[src/sv/dri_pkg.sv]
// Shared types and constants for the dead-reckoning pose integrator.
// Holds the control word layout, the CORDIC constants and the arctangent table.
// No dependencies.
`default_nettype none

package dri_pkg;

  localparam int CordicSteps = 16;
  localparam int AtanEntries = 24;
  localparam int CordicIters = (CordicSteps < AtanEntries) ? CordicSteps : AtanEntries;
  localparam int IterW       = (CordicIters > 1) ? $clog2(CordicIters) : 1;
  localparam int PcW         = 4;

  localparam logic signed [33:0] CordicGain = 34'sd652032874;

  typedef enum logic [1:0] {
    MA_V,
    MA_W,
    MA_D
  } mul_a_sel_e;

  typedef enum logic [2:0] {
    MB_DT,
    MB_CLO,
    MB_CHI,
    MB_SLO,
    MB_SHI
  } mul_b_sel_e;

  typedef enum logic [1:0] {
    ACC_NONE,
    ACC_LOAD,
    ACC_ADD_HI
  } acc_op_e;

  typedef enum logic [2:0] {
    JC_NEXT,
    JC_WAIT_IN,
    JC_LOOP,
    JC_WAIT_OUT,
    JC_GOTO
  } jump_e;

  typedef struct packed {
    logic       take_in;
    logic       mul_en;
    mul_a_sel_e mul_a;
    mul_b_sel_e mul_b;
    logic       d_load;
    logic       turn_en;
    logic       cordic_iter;
    logic       cordic_fix;
    acc_op_e    acc_op;
    logic       wr_x;
    logic       wr_y;
    logic       wr_h;
    logic       emit;
    jump_e      jump;
    logic [PcW-1:0] target;
  } ctrl_t;

  typedef struct packed {
    logic in_valid;
    logic out_free;
    logic iter_last;
  } stat_t;

  // atan(2^-i) in 2^-32 turn units
  function automatic logic [31:0] atan_turn(logic [4:0] idx);
    logic [31:0] r;
    case (idx)
      5'd0:    r = 32'h20000000;
      5'd1:    r = 32'h12E4051E;
      5'd2:    r = 32'h09FB385B;
      5'd3:    r = 32'h051111D4;
      5'd4:    r = 32'h028B0D43;
      5'd5:    r = 32'h0145D7E1;
      5'd6:    r = 32'h00A2F61E;
      5'd7:    r = 32'h00517C55;
      5'd8:    r = 32'h0028BE53;
      5'd9:    r = 32'h00145F2F;
      5'd10:   r = 32'h000A2F98;
      5'd11:   r = 32'h000517CC;
      5'd12:   r = 32'h00028BE6;
      5'd13:   r = 32'h000145F3;
      5'd14:   r = 32'h0000A2FA;
      5'd15:   r = 32'h0000517D;
      5'd16:   r = 32'h000028BE;
      5'd17:   r = 32'h0000145F;
      5'd18:   r = 32'h00000A30;
      5'd19:   r = 32'h00000518;
      5'd20:   r = 32'h0000028C;
      5'd21:   r = 32'h00000146;
      5'd22:   r = 32'h000000A3;
      5'd23:   r = 32'h00000051;
      default: r = 32'h00000000;
    endcase
    return r;
  endfunction

endpackage

`default_nettype wire

[src/sv/dri_sequencer.sv]
// Microcode sequencer: step counter, control store and jump logic.
// Depends on dri_pkg for the control word and status types.
`default_nettype none

module dri_sequencer (
  input  wire logic          clk_i,
  input  wire logic          rst_ni,
  input  wire dri_pkg::stat_t stat_i,
  output dri_pkg::ctrl_t     ctrl_o,
  output logic               fire_o
);

  localparam logic [dri_pkg::PcW-1:0] PcWaitIn = 4'd0;
  localparam logic [dri_pkg::PcW-1:0] PcCordic = 4'd4;

  logic [dri_pkg::PcW-1:0] pc_q, pc_d;
  dri_pkg::ctrl_t cw;

  always_comb begin
    cw        = '0;
    cw.mul_a  = dri_pkg::MA_V;
    cw.mul_b  = dri_pkg::MB_DT;
    cw.acc_op = dri_pkg::ACC_NONE;
    cw.jump   = dri_pkg::JC_NEXT;
    cw.target = PcWaitIn;
    unique case (pc_q)
      4'd0: begin
        cw.take_in = 1'b1;
        cw.jump    = dri_pkg::JC_WAIT_IN;
      end
      4'd1: begin
        cw.mul_en = 1'b1;
      end
      4'd2: begin
        cw.mul_en = 1'b1;
        cw.mul_a  = dri_pkg::MA_W;
        cw.d_load = 1'b1;
      end
      4'd3: begin
        cw.turn_en = 1'b1;
      end
      4'd4: begin
        cw.cordic_iter = 1'b1;
        cw.jump        = dri_pkg::JC_LOOP;
        cw.target      = PcCordic;
      end
      4'd5: begin
        cw.cordic_fix = 1'b1;
      end
      4'd6: begin
        cw.mul_en = 1'b1;
        cw.mul_a  = dri_pkg::MA_D;
        cw.mul_b  = dri_pkg::MB_CLO;
      end
      4'd7: begin
        cw.mul_en = 1'b1;
        cw.mul_a  = dri_pkg::MA_D;
        cw.mul_b  = dri_pkg::MB_CHI;
        cw.acc_op = dri_pkg::ACC_LOAD;
      end
      4'd8: begin
        cw.mul_en = 1'b1;
        cw.mul_a  = dri_pkg::MA_D;
        cw.mul_b  = dri_pkg::MB_SLO;
        cw.acc_op = dri_pkg::ACC_ADD_HI;
      end
      4'd9: begin
        cw.mul_en = 1'b1;
        cw.mul_a  = dri_pkg::MA_D;
        cw.mul_b  = dri_pkg::MB_SHI;
        cw.acc_op = dri_pkg::ACC_LOAD;
        cw.wr_x   = 1'b1;
      end
      4'd10: begin
        cw.acc_op = dri_pkg::ACC_ADD_HI;
      end
      4'd11: begin
        cw.wr_y = 1'b1;
        cw.wr_h = 1'b1;
      end
      4'd12: begin
        cw.emit   = 1'b1;
        cw.jump   = dri_pkg::JC_WAIT_OUT;
        cw.target = PcWaitIn;
      end
      default: begin
        cw.jump   = dri_pkg::JC_GOTO;
        cw.target = PcWaitIn;
      end
    endcase
  end

  always_comb begin
    fire_o = 1'b1;
    pc_d   = pc_q + 1'b1;
    unique case (cw.jump)
      dri_pkg::JC_NEXT: begin
        pc_d = pc_q + 1'b1;
      end
      dri_pkg::JC_WAIT_IN: begin
        fire_o = stat_i.in_valid;
        pc_d   = stat_i.in_valid ? pc_q + 1'b1 : pc_q;
      end
      dri_pkg::JC_LOOP: begin
        pc_d = stat_i.iter_last ? pc_q + 1'b1 : cw.target;
      end
      dri_pkg::JC_WAIT_OUT: begin
        fire_o = stat_i.out_free;
        pc_d   = stat_i.out_free ? cw.target : pc_q;
      end
      dri_pkg::JC_GOTO: begin
        pc_d = cw.target;
      end
      default: begin
        pc_d = PcWaitIn;
      end
    endcase
  end

  always_ff @(posedge clk_i or negedge rst_ni) begin
    if (!rst_ni) begin
      pc_q <= PcWaitIn;
    end else begin
      pc_q <= pc_d;
    end
  end

  assign ctrl_o = cw;

endmodule

`default_nettype wire

[src/sv/dri_datapath.sv]
// Datapath: input latches, shared multiplier, accumulator, CORDIC unit and pose.
// Driven by the dri_sequencer control word; depends on dri_pkg.
`default_nettype none

module dri_datapath (
  input  wire logic           clk_i,
  input  wire logic           rst_ni,
  input  wire dri_pkg::ctrl_t ctrl_i,
  input  wire logic           fire_i,
  input  wire logic [47:0]    in_data_i,
  output logic                iter_last_o,
  output logic [31:0]         pose_x_o,
  output logic [31:0]         pose_y_o,
  output logic [15:0]         pose_h_o
);

  logic signed [15:0] v_q, w_q;
  logic        [15:0] dt_q;
  logic signed [32:0] d_q;
  logic signed [49:0] prod_q, prod_d;
  logic signed [64:0] acc_q, acc_d;
  logic signed [64:0] rnd;
  logic        [31:0] delta;
  logic signed [33:0] x_q, y_q, z_q;
  logic signed [33:0] xs, ys, at;
  logic               flip_q, flip;
  logic [dri_pkg::IterW-1:0] iter_q;
  logic [31:0] pose_x_q, pose_y_q;
  logic [15:0] pose_h_q, head_new_q;
  logic [31:0] tsum;
  logic signed [32:0] mul_a;
  logic signed [16:0] mul_b;
  logic [15:0] h_in;

  // operand selection for the shared 33x17 multiplier
  always_comb begin
    case (ctrl_i.mul_a)
      dri_pkg::MA_V: mul_a = 33'(v_q);
      dri_pkg::MA_W: mul_a = 33'(w_q);
      dri_pkg::MA_D: mul_a = d_q;
      default:       mul_a = d_q;
    endcase
    case (ctrl_i.mul_b)
      dri_pkg::MB_DT:  mul_b = {1'b0, dt_q};
      dri_pkg::MB_CLO: mul_b = {1'b0, x_q[15:0]};
      dri_pkg::MB_CHI: mul_b = {x_q[31], x_q[31:16]};
      dri_pkg::MB_SLO: mul_b = {1'b0, y_q[15:0]};
      dri_pkg::MB_SHI: mul_b = {y_q[31], y_q[31:16]};
      default:         mul_b = {1'b0, dt_q};
    endcase
  end

  assign prod_d = mul_a * mul_b;

  // Q16.16 rounding, ties up
  assign rnd   = acc_q + (65'sd1 <<< 37);
  assign delta = {{5{rnd[64]}}, rnd[64:38]};

  always_comb begin
    acc_d = acc_q;
    case (ctrl_i.acc_op)
      dri_pkg::ACC_LOAD:   acc_d = {{15{prod_q[49]}}, prod_q};
      dri_pkg::ACC_ADD_HI: acc_d = acc_q + {prod_q[48:0], 16'd0};
      default:             acc_d = acc_q;
    endcase
  end

  assign tsum = prod_q[31:0] + 32'h0000_8000;

  assign h_in = pose_h_q;
  assign flip = h_in[15] ^ h_in[14];
  assign xs   = x_q >>> iter_q;
  assign ys   = y_q >>> iter_q;
  assign at   = {2'b00, dri_pkg::atan_turn(5'(iter_q))};

  assign iter_last_o = (iter_q == dri_pkg::IterW'(dri_pkg::CordicIters - 1));

  always_ff @(posedge clk_i) begin
    if (fire_i) begin
      if (ctrl_i.take_in) begin
        v_q    <= in_data_i[15:0];
        w_q    <= in_data_i[31:16];
        dt_q   <= in_data_i[47:32];
        flip_q <= flip;
        x_q    <= dri_pkg::CordicGain;
        y_q    <= '0;
        z_q    <= {{3{h_in[15] ^ flip}}, h_in[14:0], 16'd0};
      end
      if (ctrl_i.mul_en) begin
        prod_q <= prod_d;
      end
      if (ctrl_i.d_load) begin
        d_q <= prod_q[32:0];
      end
      if (ctrl_i.turn_en) begin
        head_new_q <= pose_h_q - tsum[31:16];
      end
      acc_q <= acc_d;
      if (ctrl_i.cordic_iter) begin
        if (!z_q[33]) begin
          x_q <= x_q - ys;
          y_q <= y_q + xs;
          z_q <= z_q - at;
        end else begin
          x_q <= x_q + ys;
          y_q <= y_q - xs;
          z_q <= z_q + at;
        end
      end
      if (ctrl_i.cordic_fix && flip_q) begin
        x_q <= -x_q;
        y_q <= -y_q;
      end
    end
  end

  always_ff @(posedge clk_i or negedge rst_ni) begin
    if (!rst_ni) begin
      iter_q   <= '0;
      pose_x_q <= '0;
      pose_y_q <= '0;
      pose_h_q <= '0;
    end else if (fire_i) begin
      if (ctrl_i.take_in) begin
        iter_q <= '0;
      end else if (ctrl_i.cordic_iter) begin
        iter_q <= iter_q + 1'b1;
      end
      if (ctrl_i.wr_x) begin
        pose_x_q <= pose_x_q + delta;
      end
      if (ctrl_i.wr_y) begin
        pose_y_q <= pose_y_q + delta;
      end
      if (ctrl_i.wr_h) begin
        pose_h_q <= head_new_q;
      end
    end
  end

  assign pose_x_o = pose_x_q;
  assign pose_y_o = pose_y_q;
  assign pose_h_o = pose_h_q;

endmodule

`default_nettype wire

[src/sv/dead_reckoning_pose_integrator.sv]
// The CORDIC unit performs one rotation per cycle on the shared shift-add unit. An
// input word is accepted only while the sequencer waits for input, and the next
// word is taken once the microcode program has run through and returned there.
// A new input is taken while the previous result waits in the output register.
// Reset (async, active low) clears the pose to zero and the sequencer to idle.
// Top level: stream ports, output register; uses dri_sequencer, dri_datapath, dri_pkg.
`default_nettype none

module dead_reckoning_pose_integrator (
  input  wire logic        clk_i,
  input  wire logic        rst_ni,
  input  wire logic        s_axis_tvalid_i,
  output logic             s_axis_tready_o,
  // [15:0] linear_velocity, [31:16] angular_velocity, [47:32] time_step
  input  wire logic [47:0] s_axis_tdata_i,
  output logic             m_axis_tvalid_o,
  input  wire logic        m_axis_tready_i,
  // [31:0] pos_x, [63:32] pos_y, [79:64] heading_angle
  output logic [79:0]      m_axis_tdata_o
);

  dri_pkg::ctrl_t ctrl;
  dri_pkg::stat_t stat;
  logic           fire;
  logic           iter_last;
  logic [31:0]    pose_x, pose_y;
  logic [15:0]    pose_h;
  logic           out_valid_q;
  logic [79:0]    out_data_q;

  assign stat.in_valid  = s_axis_tvalid_i;
  assign stat.out_free  = !out_valid_q || m_axis_tready_i;
  assign stat.iter_last = iter_last;

  dri_sequencer u_seq (
    .clk_i  (clk_i),
    .rst_ni (rst_ni),
    .stat_i (stat),
    .ctrl_o (ctrl),
    .fire_o (fire)
  );

  dri_datapath u_dp (
    .clk_i       (clk_i),
    .rst_ni      (rst_ni),
    .ctrl_i      (ctrl),
    .fire_i      (fire),
    .in_data_i   (s_axis_tdata_i),
    .iter_last_o (iter_last),
    .pose_x_o    (pose_x),
    .pose_y_o    (pose_y),
    .pose_h_o    (pose_h)
  );

  assign s_axis_tready_o = (ctrl.jump == dri_pkg::JC_WAIT_IN);

  always_ff @(posedge clk_i or negedge rst_ni) begin
    if (!rst_ni) begin
      out_valid_q <= 1'b0;
    end else if (fire && ctrl.emit) begin
      out_valid_q <= 1'b1;
    end else if (m_axis_tready_i) begin
      out_valid_q <= 1'b0;
    end
  end

  always_ff @(posedge clk_i) begin
    if (fire && ctrl.emit) begin
      out_data_q <= {pose_h, pose_y, pose_x};
    end
  end

  assign m_axis_tvalid_o = out_valid_q;
  assign m_axis_tdata_o  = out_data_q;

  a_busy_after_accept : assert property (@(posedge clk_i) disable iff (!rst_ni)
    (s_axis_tvalid_i && s_axis_tready_o) |=> !s_axis_tready_o)
    else $error("input accepted while a word is in flight");

  a_idle_after_emit : assert property (@(posedge clk_i) disable iff (!rst_ni)
    $rose(m_axis_tvalid_o) |-> s_axis_tready_o)
    else $error("sequencer not back at input wait after emitting");

  a_pose_held_in_wait : assert property (@(posedge clk_i) disable iff (!rst_ni)
    (s_axis_tready_o && !s_axis_tvalid_i) |=> $stable(pose_x) && $stable(pose_h))
    else $error("pose changed while idle");

endmodule

`default_nettype wire
[config.mk]
export PLATFORM = sky130hd
export DESIGN_NAME = dead_reckoning_pose_integrator
export DESIGN_NICKNAME = d
export VERILOG_FILES = /design/src/sv/dri_pkg.sv /design/src/sv/dri_sequencer.sv /design/src/sv/dri_datapath.sv /design/src/sv/dead_reckoning_pose_integrator.sv
export SDC_FILE = /design/constraint.sdc
export NUM_CORES = 2
export LEC_CHECK = 0
export BUFFER_PORTS_ARGS = -buffer_cell sky130_fd_sc_hd__buf_2
export CORE_MARGIN = 2
export CORE_UTILIZATION = 55
export DETAILED_ROUTE_END_ITERATION = 12
export PLACE_DENSITY = 0.85
export SLEW_MARGIN = 0
export SYNTH_ARGS = -nofsm -noshare
export SYNTH_HDL_FRONTEND = slang
export SYNTH_SLANG_ARGS = --single-unit
[constraint.sdc]
create_clock -name clk_i -period 8.3 [get_ports clk_i]
set_input_delay 0.415 -clock clk_i [delete_from_list [all_inputs] [get_ports clk_i]]
set_output_delay 0.415 -clock clk_i [all_outputs]
set_load 0.01 [all_outputs]
==> flow_summary.yaml <==
timing:
  skew_ps: 51.6
  hold_viol_final: 0
  finalCriticalPeriod_ps: 8120
  postLayoutSetupSlackWorst_ps: 176
  finalCritPeriodShare: 0.979
  relSlewSlack: 0.225
  tightest_slew_ps: 1160
  finalSetupViolations: 0
  finalMaxSlewViolations: 0
  fmax_mhz: 123
  fin_setup_tns_ps: 0
routing:
  drt_iter0_drc: 5568
  wl_met3_um: 18700
  wl_um: 165000
  via_count: 46100
  met2_wirelength_um: 73900
  drc: 0
  top_layer: "met5"
  ant_nets: 0
  firstDrtPassIters: 7
  drt-wirelength-per-cell_um: 22.5
  wl_met1_um: 63000
  viasPerCell: 6.29
global_routing:
  grt.overflow.total: 0
  grt_max_degree: 76
  antenna_found_initial: 8
  grt_use_total: 0.320
  grt_pass1_wl_um: 257000
  grt_pass1_vias: 45800
setup_path:
  worst_path_most_repeated_cell: "fa_1"
  critical_path_class: "register to register"
  start_kind: "register"
  cpMaxStageDelayCell: "a222oi_1"
  max_stage_delay_ps: 790
  cp-startpoint: "u_seq.pc_q[2]$_DFFE_PN0P_"
  crit_fanout: 16
  worstPathRequired_ps: 8730
  cp.buffers_inverters: 8
  end_kind: "register"
  reg2reg_from: "u_seq.pc_q[2]$_DFFE_PN0P_"
  crit_family: "adder cells"
  crit_arrival_ps: 8550
yosys:
  synthCells: 5853
  synth.distinct_cells: 104
  synth-seq-cells: 468
  ys_async_sr_fraction: 0.190
  ys_warn_count: 0
  syn_area_per_cell_um2: 9.35
  syn-cell-area_mm2: 0.0547
  synthFlopType: "edfxtp_1"
  synth.yosys.seq_area_share: 0.249
  synth_nets: 6806
  synth_edf_count: 379
cts:
  cts_tree: "done"
  clkLatencyLatePin_ps: 700
  h-tree-depth: 2
  root_buffer: "clkbuf_16"
  clkTransAtPathRegs_ps: 60
  cts.sinks: 468
  cts_buffers: 55
  clockBufferDepth: 3
place:
  dpl.cell_count: 7168
  port_buffers: 133
  dp_hpwl_um: 127000
  place.gp.congestion: 1.04
  place_ws_ps: -141
hold_path:
  hold_path_startpoint: "m_axis_tready_i"
  hp-class: "input pin to register"
floorplan:
  num_rows: 115
  start_util: 0.555
  die_w_um: 319
  die_area_mm2: 0.102
  design.core.area_mm2: 0.0986
  pin_count: 134
  die_h_um: 319
cells_and_area:
  final_common_cell: "inv_1"
  final_util: 0.611
  drive_gt1_frac: 0.107
  multiInputGateArea_mm2: 0.0378
  instances_no_fill: 7335
  fill_cells: 7794
  layout_common_cells: "651 x inv_1, 630 x nand2_1, 554 x nor2_1, 542 x fa_1, 379 x edfxtp_1"
  seqCellArea_mm2: 0.0136
  area_growth_pct: 10.0
  finalNetCount: 6954
outcome:
  status: "complete, no violations"
flow_run:
  maxCapViolations: 0
-- flip-flops by register name, indices dropped and copies added (netlist names) --
register / cells
m_axis_tdata_o: 80
m_axis_tvalid_o: 1
u_dp.acc_q: 49
u_dp.d_q: 33
u_dp.dt_q: 16
u_dp.flip_q: 1
u_dp.head_new_q: 16
u_dp.iter_q: 4
u_dp.pose_h_o: 16
u_dp.pose_x_o: 32
u_dp.pose_y_o: 32
u_dp.prod_q: 50
u_dp.v_q: 16
u_dp.w_q: 16
u_dp.x_q: 34
u_dp.y_q: 34
u_dp.z_q: 34
u_seq.pc_q: 4
-- cells in the mapped netlist, types with 32 or more instances --
| cell type | n | area [um2] |
|---|---|---|
| ha_1 | 357 | 4470 |
| xnor2_1 | 264 | 2310 |
| nor2_1 | 559 | 2100 |
| dfrtp_1 | 89 | 2230 |
| o22ai_1 | 47 | 294 |
| o21ai_0 | 248 | 1240 |
| o21bai_1 | 36 | 270 |
| and3_1 | 47 | 294 |
| clkbuf_1 | 210 | 788 |
| nand2b_1 | 43 | 269 |
| o21a_1 | 90 | 676 |
| nand3_1 | 92 | 460 |
| inv_1 | 652 | 2450 |
| o31ai_1 | 32 | 240 |
| xor2_1 | 168 | 1470 |
| mux2i_1 | 62 | 621 |
| and2_1 | 34 | 213 |
| mux2_2 | 79 | 890 |
| a21oi_1 | 309 | 1550 |
| nor3_1 | 70 | 350 |
| fa_1 | 544 | 10900 |
| a31oi_1 | 43 | 269 |
| nand2_1 | 634 | 2380 |
| a21o_1 | 164 | 1230 |
| nor2b_1 | 48 | 300 |
| mux4_2 | 41 | 923 |
| edfxtp_1 | 379 | 11400 |
-- metrics by stage --
| step | cell area [um2] | hold slack (ps) |
|---|---|---|
| after floorplan | 54800 | 119 |
| after global placement | 57300 | 418 |
| after detailed placement | 57300 | 418 |
| after CTS | 59800 | 69.4 |
| after global routing | 60200 | 104 |
| final | 60200 | 128 |
-- worst register-to-register path, delay by kind of cell, from the launching register on --
kind	cells	cell delay, ps
XOR/XNOR	1	140
AO/OA/AOI/OAI	5	1340
buffers and inverters	8	940
AND/OR/NAND/NOR	8	1760
flip-flops	1	450
adder cells (fa/ha/maj)	7	3270
-- kinds of logic (layout without fill, tap and decap cells) --
family                   count (synthesis)  after routing  synth area share
adder cells (fa/ha/maj)                901            901             0.281
buffers and inverters                  927           1121            0.0683
AND/OR/NAND/NOR                       1686           1686             0.138
flip-flops                             468            468             0.249
multiplexers                           191            191            0.0484
AO/OA/AOI/OAI                         1248           1248             0.147
XOR/XNOR                               432            432            0.0691
other                                    0              1                 0
-- worst paths after layout --
path                                                  to  slack [ps]  cells past startpoint
setup reg to reg               u_dp.prod_q[44]$_DFFE_PP_         180                     29
hold reg to reg            u_dp.pose_h_o[11]$_DFFE_PN0P_         430                      2
hold / removal               m_axis_tvalid_o$_DFFE_PN0P_         130                      3
min in group asynchronous  u_dp.pose_y_o[14]$_DFFE_PN0P_         270                      2
max in group asynchronous     u_dp.iter_q[2]$_DFFE_PN0P_        6730                      3
setup / recovery               u_dp.prod_q[44]$_DFFE_PP_         180                     29
-- layer usage --
layer | GRT usage | vias up
li1 | - | 20300
met1 | 0.422 | 22600
met2 | 0.498 | 2662
met3 | 0.0776 | 561
met4 | 0.152 | 8
met5 | 0 | -
-- repair_timing --
action,in CTS,in global routing
gates resized for setup,5,66
hold endpoints to repair,84,0
buffers inserted,0,14
pin swaps,1,16
endpoints found under the setup margin,3,20
hold buffers,49,0
gates cloned,0,0
-- layout make-up --
| cell class | count | share of cell area |
|---|---|---|
| flip-flops and latches | 468 | 0.226 |
| repair buffers | 363 | 0.0458 |
| clock buffers | 62 | 0.0240 |
| inverters | 655 | 0.0408 |
| well taps | 1287 | 0.0267 |
| multi-input cells | 4458 | 0.628 |
| diodes | 1 | 0.0000415 |
| clock inverters | 41 | 0.00891 |
Power is left out: the tool's default activity adds up to more than one toggle a clock period on the data nets, which glitch-free logic cannot reach.
